<file path="src/sv/bntd_pkg.sv">
// ----------------------------------------------------------------------------
// bntd_pkg
// Shared types and constants for the base-N text decoder.
// ----------------------------------------------------------------------------
`default_nettype none

package bntd_pkg;

    // alphabet select
    localparam logic [1:0] MODE_B64   = 2'd0;
    localparam logic [1:0] MODE_B32H  = 2'd1;
    localparam logic [1:0] MODE_B16   = 2'd2;

    localparam logic [7:0] PAD_CHAR   = 8'h3D;

    // default depth of the queue between classifier and decoder
    localparam int unsigned Q_DEPTH   = 4;

    typedef enum logic [1:0] {
        CK_SKIP,
        CK_PAD,
        CK_DATA,
        CK_BAD
    } t_kind;

    typedef enum logic [2:0] {
        ST_OK,
        ST_BAD_CHAR,
        ST_MID_PAD,
        ST_TOO_MANY_PADS,
        ST_BAD_PAD_COUNT,
        ST_INCOMPLETE,
        ST_PAD_BITS
    } t_status;

    // one classified character as it travels through the queue
    typedef struct packed {
        t_kind      kind;
        logic [5:0] value;
        logic [2:0] bits;
        logic [2:0] max_pads;
        logic       last;
    } t_entry;

endpackage

`default_nettype wire

</file>
<file path="src/sv/bntd_front.sv">
// ----------------------------------------------------------------------------
// bntd_front
// Character classifier: maps one text byte to skip, pad, data or bad, with
// its alphabet value and the per-character bit width of the current mode.
// ----------------------------------------------------------------------------
`default_nettype none

module bntd_front (
    input  wire logic [1:0]      i_mode,
    input  wire logic [7:0]      i_char_in,
    input  wire logic            i_char_valid,
    input  wire logic            i_last,
    output bntd_pkg::t_entry     o_entry
);

    logic       is_space;
    logic       is_digit;
    logic       hit;
    logic [5:0] value;
    logic [7:0] c;

    assign c        = i_char_in;
    assign is_space = (c == 8'h20) || (c >= 8'h09 && c <= 8'h0D);
    assign is_digit = (c >= "0" && c <= "9");

    always_comb begin
        hit   = 1'b0;
        value = '0;
        unique case (i_mode)
            bntd_pkg::MODE_B64: begin
                if (c >= "A" && c <= "Z") begin
                    hit   = 1'b1;
                    value = 6'(c - "A");
                end else if (c >= "a" && c <= "z") begin
                    hit   = 1'b1;
                    value = 6'(c - "a" + 8'd26);
                end else if (is_digit) begin
                    hit   = 1'b1;
                    value = 6'(c - "0" + 8'd52);
                end else if (c == "+") begin
                    hit   = 1'b1;
                    value = 6'd62;
                end else if (c == "/") begin
                    hit   = 1'b1;
                    value = 6'd63;
                end
            end
            bntd_pkg::MODE_B32H: begin
                if (is_digit) begin
                    hit   = 1'b1;
                    value = 6'(c - "0");
                end else if (c >= "A" && c <= "V") begin
                    hit   = 1'b1;
                    value = 6'(c - "A" + 8'd10);
                end else if (c >= "a" && c <= "v") begin
                    hit   = 1'b1;
                    value = 6'(c - "a" + 8'd10);
                end
            end
            default: begin
                // base16, unused code decodes the same way
                if (is_digit) begin
                    hit   = 1'b1;
                    value = 6'(c - "0");
                end else if (c >= "A" && c <= "F") begin
                    hit   = 1'b1;
                    value = 6'(c - "A" + 8'd10);
                end else if (c >= "a" && c <= "f") begin
                    hit   = 1'b1;
                    value = 6'(c - "a" + 8'd10);
                end
            end
        endcase
    end

    always_comb begin
        o_entry.value = value;
        o_entry.last  = i_last;
        unique case (i_mode)
            bntd_pkg::MODE_B64: begin
                o_entry.bits     = 3'd6;
                o_entry.max_pads = 3'd2;
            end
            bntd_pkg::MODE_B32H: begin
                o_entry.bits     = 3'd5;
                o_entry.max_pads = 3'd6;
            end
            default: begin
                o_entry.bits     = 3'd4;
                o_entry.max_pads = 3'd0;
            end
        endcase
        priority if (!i_char_valid || is_space) begin
            o_entry.kind = bntd_pkg::CK_SKIP;
        end else if (c == bntd_pkg::PAD_CHAR) begin
            o_entry.kind = bntd_pkg::CK_PAD;
        end else if (hit) begin
            o_entry.kind = bntd_pkg::CK_DATA;
        end else begin
            o_entry.kind = bntd_pkg::CK_BAD;
        end
    end

endmodule

`default_nettype wire

</file>
<file path="src/sv/bntd_queue.sv">
// ----------------------------------------------------------------------------
// bntd_queue
// Small first-in first-out buffer of classified characters between the
// classifier and the decoder.
// ----------------------------------------------------------------------------
`default_nettype none

module bntd_queue #(
    parameter int unsigned DEPTH = bntd_pkg::Q_DEPTH
) (
    input  wire logic             i_clk,
    input  wire logic             i_rst_n,
    input  wire logic             i_push,
    input  wire bntd_pkg::t_entry i_entry,
    input  wire logic             i_pop,
    output logic                  o_full,
    output logic                  o_valid,
    output bntd_pkg::t_entry      o_entry
);

    localparam int unsigned PW = (DEPTH > 1) ? $clog2(DEPTH) : 1;
    localparam int unsigned CW = $clog2(DEPTH + 1);

    bntd_pkg::t_entry r_mem [DEPTH];
    logic [PW-1:0]    r_wr;
    logic [PW-1:0]    r_rd;
    logic [CW-1:0]    r_count;
    logic [PW-1:0]    n_wr;
    logic [PW-1:0]    n_rd;
    logic [CW-1:0]    n_count;

    assign o_full  = (r_count == CW'(DEPTH));
    assign o_valid = (r_count != '0);
    assign o_entry = r_mem[r_rd];

    always_comb begin
        n_wr    = r_wr;
        n_rd    = r_rd;
        n_count = r_count;
        if (i_push) begin
            n_wr = (r_wr == PW'(DEPTH - 1)) ? '0 : r_wr + PW'(1);
        end
        if (i_pop) begin
            n_rd = (r_rd == PW'(DEPTH - 1)) ? '0 : r_rd + PW'(1);
        end
        if (i_push && !i_pop) begin
            n_count = r_count + CW'(1);
        end else if (!i_push && i_pop) begin
            n_count = r_count - CW'(1);
        end
    end

    always_ff @(posedge i_clk) begin
        if (!i_rst_n) begin
            r_wr    <= '0;
            r_rd    <= '0;
            r_count <= '0;
        end else begin
            r_wr    <= n_wr;
            r_rd    <= n_rd;
            r_count <= n_count;
        end
    end

    always_ff @(posedge i_clk) begin
        if (i_push) begin
            r_mem[r_wr] <= i_entry;
        end
    end

endmodule

`default_nettype wire

</file>
<file path="src/sv/bntd_back.sv">
// ----------------------------------------------------------------------------
// bntd_back
// Decoder: packs alphabet values into bytes, tracks padding and errors,
// runs the end-of-string checks and holds the result register.
// ----------------------------------------------------------------------------
`default_nettype none

module bntd_back (
    input  wire logic             i_clk,
    input  wire logic             i_rst_n,
    input  wire logic             i_q_valid,
    input  wire bntd_pkg::t_entry i_entry,
    output logic                  o_pop,
    input  wire logic             i_out_stall,
    output logic                  o_out_valid,
    output logic                  o_byte_valid,
    output logic [7:0]            o_data_byte,
    output logic                  o_done_res,
    output logic [2:0]            o_status
);

    // stream state
    logic [6:0]        r_store;
    logic [2:0]        r_count;
    logic [2:0]        r_total;
    logic [2:0]        r_pads;
    logic              r_in_pad;
    bntd_pkg::t_status r_err;
    logic [6:0]        n_store;
    logic [2:0]        n_count;
    logic [2:0]        n_total;
    logic [2:0]        n_pads;
    logic              n_in_pad;
    bntd_pkg::t_status n_err;

    // result register
    logic              r_out_valid;
    logic              r_byte_valid;
    logic [7:0]        r_data_byte;
    logic              r_done_res;
    bntd_pkg::t_status r_status;
    logic              n_byte_valid;
    logic [7:0]        n_data_byte;
    bntd_pkg::t_status n_status;

    logic [12:0]       acc;
    logic [3:0]        nbits;
    logic [3:0]        nrem;
    logic [6:0]        pad_bits;
    logic [6:0]        pad_room;

    assign o_pop        = i_q_valid && (!r_out_valid || !i_out_stall);
    assign o_out_valid  = r_out_valid;
    assign o_byte_valid = r_byte_valid;
    assign o_data_byte  = r_data_byte;
    assign o_done_res   = r_done_res;
    assign o_status     = r_status;

    assign acc   = ({6'b0, r_store} << i_entry.bits) | {7'b0, i_entry.value};
    assign nbits = {1'b0, r_count} + {1'b0, i_entry.bits};
    assign nrem  = (nbits >= 4'd8) ? nbits - 4'd8 : nbits;

    always_comb begin
        n_store      = r_store;
        n_count      = r_count;
        n_total      = r_total;
        n_pads       = r_pads;
        n_in_pad     = r_in_pad;
        n_err        = r_err;
        n_byte_valid = 1'b0;
        n_data_byte  = '0;
        if (r_err == bntd_pkg::ST_OK) begin
            unique case (i_entry.kind)
                bntd_pkg::CK_SKIP: begin
                end
                bntd_pkg::CK_PAD: begin
                    n_in_pad = 1'b1;
                    n_pads   = (r_pads != 3'd7) ? r_pads + 3'd1 : r_pads;
                    n_total  = r_total + i_entry.bits;
                    if (n_pads > i_entry.max_pads) begin
                        n_err = bntd_pkg::ST_TOO_MANY_PADS;
                    end
                end
                bntd_pkg::CK_DATA: begin
                    if (r_in_pad) begin
                        n_err = bntd_pkg::ST_MID_PAD;
                    end else begin
                        if (nbits >= 4'd8) begin
                            n_byte_valid = 1'b1;
                            n_data_byte  = 8'(acc >> nrem);
                        end
                        n_store = 7'(acc & ((13'd1 << nrem) - 13'd1));
                        n_count = 3'(nrem);
                        n_total = r_total + i_entry.bits;
                    end
                end
                bntd_pkg::CK_BAD: begin
                    n_err = r_in_pad ? bntd_pkg::ST_MID_PAD : bntd_pkg::ST_BAD_CHAR;
                end
            endcase
        end
    end

    // end checks on the state after this transaction
    assign pad_bits = (7'({4'b0, n_pads} * {4'b0, i_entry.bits}) + 7'd7) & 7'b1111000;
    assign pad_room = 7'(({4'b0, n_pads} + 7'd1) * {4'b0, i_entry.bits});

    always_comb begin
        n_status = bntd_pkg::ST_OK;
        if (i_entry.last) begin
            priority if (n_err != bntd_pkg::ST_OK) begin
                n_status = n_err;
            end else if (pad_bits > pad_room) begin
                n_status = bntd_pkg::ST_BAD_PAD_COUNT;
            end else if (n_total != 3'd0) begin
                n_status = bntd_pkg::ST_INCOMPLETE;
            end else if (n_pads != 3'd0 && n_store != 7'd0) begin
                n_status = bntd_pkg::ST_PAD_BITS;
            end else begin
                n_status = bntd_pkg::ST_OK;
            end
        end
    end

    always_ff @(posedge i_clk) begin
        if (!i_rst_n) begin
            r_store     <= '0;
            r_count     <= '0;
            r_total     <= '0;
            r_pads      <= '0;
            r_in_pad    <= 1'b0;
            r_err       <= bntd_pkg::ST_OK;
            r_out_valid <= 1'b0;
        end else begin
            if (o_pop) begin
                if (i_entry.last) begin
                    r_store  <= '0;
                    r_count  <= '0;
                    r_total  <= '0;
                    r_pads   <= '0;
                    r_in_pad <= 1'b0;
                    r_err    <= bntd_pkg::ST_OK;
                end else begin
                    r_store  <= n_store;
                    r_count  <= n_count;
                    r_total  <= n_total;
                    r_pads   <= n_pads;
                    r_in_pad <= n_in_pad;
                    r_err    <= n_err;
                end
                r_out_valid <= 1'b1;
            end else if (!i_out_stall) begin
                r_out_valid <= 1'b0;
            end
        end
    end

    always_ff @(posedge i_clk) begin
        if (o_pop) begin
            r_byte_valid <= n_byte_valid;
            r_data_byte  <= n_data_byte;
            r_done_res   <= i_entry.last;
            r_status     <= n_status;
        end
    end

endmodule

`default_nettype wire

</file>
<file path="src/sv/base_n_text_decoder_unit.sv">
// ----------------------------------------------------------------------------
// base_n_text_decoder_unit
// Streaming base64 / base32hex / base16 text decoder, one character per
// transaction, one result per character.
// ----------------------------------------------------------------------------
//
//  channel   direction  handshake             payload
//  -------   ---------  --------------------  -----------------------------------
//  in        sink       i_in_valid/o_in_stall i_char_in, i_char_valid, i_last
//  out       source     o_out_valid/i_out_stall o_byte_valid, o_data_byte,
//                                             o_done_res, o_status
//  cfg       sink       i_cfg_valid/o_cfg_ready i_cfg_mode
//
//  one character per cycle sustained while i_out_stall is low; a taken
//  character passes the queue write, then the decoder's result register
//  the rate is set by the combinational bit packing step in the decoder
//  synchronous active-low reset clears the queue, stream state and mode
//  (base64); o_in_stall rises only when the queue is full, so a stall on
//  the output side reaches the input after the queue depth
// ----------------------------------------------------------------------------
`default_nettype none

module base_n_text_decoder_unit #(
    parameter int unsigned Q_DEPTH = bntd_pkg::Q_DEPTH
) (
    input  wire logic        i_clk,
    input  wire logic        i_rst_n,
    // input characters
    input  wire logic        i_in_valid,
    output logic             o_in_stall,
    input  wire logic [7:0]  i_char_in,
    input  wire logic        i_char_valid,
    input  wire logic        i_last,
    // results
    output logic             o_out_valid,
    input  wire logic        i_out_stall,
    output logic             o_byte_valid,
    output logic [7:0]       o_data_byte,
    output logic             o_done_res,
    output logic [2:0]       o_status,
    // mode register write
    input  wire logic        i_cfg_valid,
    output logic             o_cfg_ready,
    input  wire logic [1:0]  i_cfg_mode
);

    logic [1:0]        r_mode;
    logic              q_full;
    logic              q_valid;
    logic              q_pop;
    logic              q_push;
    bntd_pkg::t_entry  front_entry;
    bntd_pkg::t_entry  q_entry;

    assign o_cfg_ready = 1'b1;
    assign o_in_stall  = q_full;
    assign q_push      = i_in_valid && !q_full;

    always_ff @(posedge i_clk) begin
        if (!i_rst_n) begin
            r_mode <= bntd_pkg::MODE_B64;
        end else if (i_cfg_valid && o_cfg_ready) begin
            r_mode <= i_cfg_mode;
        end
    end

    bntd_front u_front (
        .i_mode       (r_mode),
        .i_char_in    (i_char_in),
        .i_char_valid (i_char_valid),
        .i_last       (i_last),
        .o_entry      (front_entry)
    );

    bntd_queue #(
        .DEPTH (Q_DEPTH)
    ) u_queue (
        .i_clk   (i_clk),
        .i_rst_n (i_rst_n),
        .i_push  (q_push),
        .i_entry (front_entry),
        .i_pop   (q_pop),
        .o_full  (q_full),
        .o_valid (q_valid),
        .o_entry (q_entry)
    );

    bntd_back u_back (
        .i_clk        (i_clk),
        .i_rst_n      (i_rst_n),
        .i_q_valid    (q_valid),
        .i_entry      (q_entry),
        .o_pop        (q_pop),
        .i_out_stall  (i_out_stall),
        .o_out_valid  (o_out_valid),
        .o_byte_valid (o_byte_valid),
        .o_data_byte  (o_data_byte),
        .o_done_res   (o_done_res),
        .o_status     (o_status)
    );

endmodule

`default_nettype wire

</file>
<file path="config.mk">
export PLATFORM = sky130hd
export DESIGN_NAME = base_n_text_decoder_unit
export DESIGN_NICKNAME = d
export VERILOG_FILES = /design/src/sv/bntd_pkg.sv /design/src/sv/bntd_front.sv /design/src/sv/bntd_queue.sv /design/src/sv/bntd_back.sv /design/src/sv/base_n_text_decoder_unit.sv
export SDC_FILE = /design/constraint.sdc
export NUM_CORES = 1
export LEC_CHECK = 0
export BUFFER_PORTS_ARGS = -buffer_cell sky130_fd_sc_hd__buf_2
export CORE_MARGIN = 1
export CORE_UTILIZATION = 45
export CTS_BUF_LIST = sky130_fd_sc_hd__clkbuf_8
export CTS_CLUSTER_SIZE = 40
export DETAILED_ROUTE_END_ITERATION = 10
export HOLD_SLACK_MARGIN = 0.15
export SLEW_MARGIN = 0
export SYNTH_ARGS = -nofsm -noshare
export SYNTH_HDL_FRONTEND = slang
export SYNTH_SLANG_ARGS = --single-unit
</file>
<file path="constraint.sdc">
create_clock -name i_clk -period 6.2 [get_ports i_clk]
set_input_delay 0.93 -clock i_clk [delete_from_list [all_inputs] [get_ports i_clk]]
set_output_delay 0.93 -clock i_clk [all_outputs]
set_load 0.005 [all_outputs]
</file>
==> results.tsv <==
metric	value	unit
Root Buffer Master	clkbuf_8	
CTS max path bufs	2	
drt wl/cell	17.50	um
total grt overflow	0	
dominant synthesized flop cell	edfxtp_1	
Post-synth top cells	edfxtp_1, nand2_1, ha_1	
Fmax	0.1812	GHz
max-slew violations	0	
Worst VDD drop	0.0001862	V
post-placement setup slack	0.6748	ns
TNS Setup	0	ns
Core Rows	44	
most used cell, CP	ha_1	
Vias	5428	
CTS tree	done	
Crit Path Category	flip-flop to flip-flop	
library cells used by synthesis	83	
CP required	6.32	ns
vias in the first global route	5320	
hold bufs inserted after CTS	0	
cell area after synthesis	6798	um^2
Hold Path Class	flip-flop to flip-flop	
Post-CTS Setup Bufs	0	
Mean Syn Cell Area	9.629	um^2
Worst Setup Start Kind	flip-flop	
largest cells by area after synthesis	edfxtp_1, ha_1, dfxtp_1	
RSZ-0062 raised after global routing	no	
total clock sinks	93	
post-synthesis sequential area ratio	36.37	%
Cell Chain, Critical Path	mux4_2 -> inv_1 -> ha_1 -> nor4b_2 -> nand2_1 -> xor2_1 -> buf_4 -> inv_1 -> ha_1 -> xnor2_1 -> nand2_1 -> fa_1 -> inv_1 -> ha_1 -> a21o_1 -> a21oi_1 -> xor2_1 -> ha_1 -> nand4_1 -> a2111oi_2 -> o21ai_1 -> a21oi_1 -> o21ai_1	
CP arrival	5.64	ns
share of post-route cells with drive strength above 1	12.91	%
final setup vio count	0	
cts repair resizes	0	
outcome	finished with violations	
Die Y	124.9	um
hpwl dp	11930	um
crit share post-route	89.00	%
leak pwr	0.002818	uW
number of synthesized flops with an enable pin	61	
CP Max Fanout	7	
later-pin clock latency in the skew report	0.38	ns
post-synth top area cell	edfxtp_1	
CP Depth	23	
Final Net Count	800	
syn_nets	783	
FFs w/ async S/R, synth	0	%
buffers added on ports	31	
Max-slew headroom	46.89	%
I/O pin count	33	
Yosys reg bits	93	
Worst-path clk slew	0.10	ns
n_diodes	0	
largest net degree at the start of global routing	27	
Worst Path Buf+Inv	4	
post-route DRC violation count	6	
synthesized instance count	706	
Finished Cell Area	7302	um^2
RD Place Congestion	0.9060	
Avg Vias per Cell	5.952	
Tmin final	5.518	ns
core box area	14640	um^2
depth of the CTS H-tree	3	
Placement Cell Area	7074	um^2
die area	15600	um^2
critical path capture point type	flip-flop	
Pre-antenna DRT Iters	8	
Cells on Worst Hold Path	2	
failing checks	design-rule violations	
final WL	15960	um
Total GRT Usage	21.27	%
slowest CP cell	fa_1	
dominant delay contributor by cell family on the critical path	adder cells	
DR iter-0 viols	416	
Initial Util	46.42	%
Worst-Margin Slew	0.7917	ns
first-pass GRT wire length	26660	um
TritonCTS buffer count	9	
synth-to-layout area growth	7.418	%
Max Cap Viol	0	
Routed Antenna Nets	0	
pwr dens	416.8	nW/um^2
worst setup margin	0.6819	ns
R2R cell count	23	
antenna violations before repair	0	
Final Hold Vio Count	0	
Crit path largest cell delay	0.60	ns
most frequent cell after synthesis	edfxtp_1	
DIE WIDTH	124.9	um
Ys Warns	0	
top cell type's share of synthesized area	26.95	%
Max Clock Skew	0.01090	ns
[registers in the layout (all words and copies together) (netlist names), named ones only]
register,count
u_back.o_data_byte,8
u_back.r_total,3
u_queue.r_count,3
u_back.r_store,7
u_back.o_done_res,1
u_queue.r_rd,2
u_back.o_status,3
u_back.r_in_pad,1
u_back.r_pads,3
u_queue.r_wr,2
r_mode,2
u_back.o_out_valid,1
u_back.o_byte_valid,1
u_queue.r_mem,48
u_back.r_err,3
u_back.r_count,3
[tightest hold or removal path: stages, from the launching register on]
cell,delay (ns)
dfxtp_1,0.33
nand2_1,0.06
a21boi_0,0.06
[layer usage]
| metal | part of all wire [%] | vias up | track usage (%) |
|---|---|---|---|
| met1 | 44 | 2621 | 26.61 |
| met2 | 50 | 136 | 36.42 |
| li1 | - | 2644 | - |
| met5 | 0 | - | 0 |
| met3 | 3.8 | 27 | 3.780 |
| met4 | 2.0 | 0 | 8.608 |
[cells by family after synthesis]
| logic type | share of synthesized area [%] |
|---|---|
| flops | 36.37 |
| other cells | 0.05517 |
| xor+xnor | 2.724 |
| compound gates | 20.01 |
| mux | 7.160 |
| simple gates | 17.15 |
| fa+ha+maj | 11.60 |
| buf+inv | 4.933 |
[where the power goes]
part | switching, uW | internal [uW]
combinational | 1050 | 664
clock | 230 | 232
sequential | 64.3 | 805
total | 1340 | 1700
[stage by stage]
| stage | total power [uW] | utilization (%) | hold WS, ns | instances |
|---|---|---|---|---|
| floorplan | 2177 | - | 0.4624 | 706 |
| global placement | 2552 | 48.31 | 0.4586 | 896 |
| detailed placement | 2585 | 48.31 | 0.4793 | 896 |
| CTS | 3056 | 49.86 | 0.4913 | 912 |
| global route | 3292 | 49.86 | 0.5512 | 912 |
| finish | 3043 | 49.86 | 0.4942 | 912 |
[path summary, 6_finish.rpt]
path / endpoint / startpoint / slack [ns]
setup / recovery: u_back.o_status[2]$_SDFFCE_PN0P_ / flip-flop / 0.68
hold / removal: u_back.o_out_valid$_SDFFE_PN0P_ / u_back.o_out_valid$_SDFFE_PN0P_ / 0.49
setup reg to reg: u_back.o_status[2]$_SDFFCE_PN0P_ / flip-flop / 0.68
hold reg to reg: u_back.o_out_valid$_SDFFE_PN0P_ / u_back.o_out_valid$_SDFFE_PN0P_ / 0.49
[area by class of cell]
cell class | count | area (um^2)
Multi-Input combinational cell | 539 | 3990
Timing Repair Buffer | 39 | 215.2
Clock buffer | 9 | 123.9
Fill cell | 1336 | 7342
Sequential cell | 93 | 2472
Inverter | 41 | 166.4
Clock inverter | 7 | 103.9
Tap cell | 184 | 230.2
[layout by cell type, fill, tap and decap left out, types with 4 or more instances in the layout]
master and instances:
buf_2 31, mux2_2 5, a21o_1 11, nand3_1 12, xor2_1 10, edfxtp_1 61, dfxtp_1 32, mux2i_1 19
buf_4 8, nand2b_1 11, a211oi_1 6, a21oi_1 40, or2_2 4, a32oi_1 5, ha_1 55, nor4_1 4
o21ai_0 30, and2_1 12, mux4_2 10, o211ai_1 5, nand2_1 60, nor3_1 18, fa_1 5, a21boi_0 6
o21a_1 4, o21ai_1 11, o22ai_1 8, a31oi_1 10, a22oi_1 11, clkbuf_8 9, o221ai_1 6, nor2b_1 26
nor2_1 54, xnor2_1 8, inv_1 38
Power figures use the tool's default switching activity.
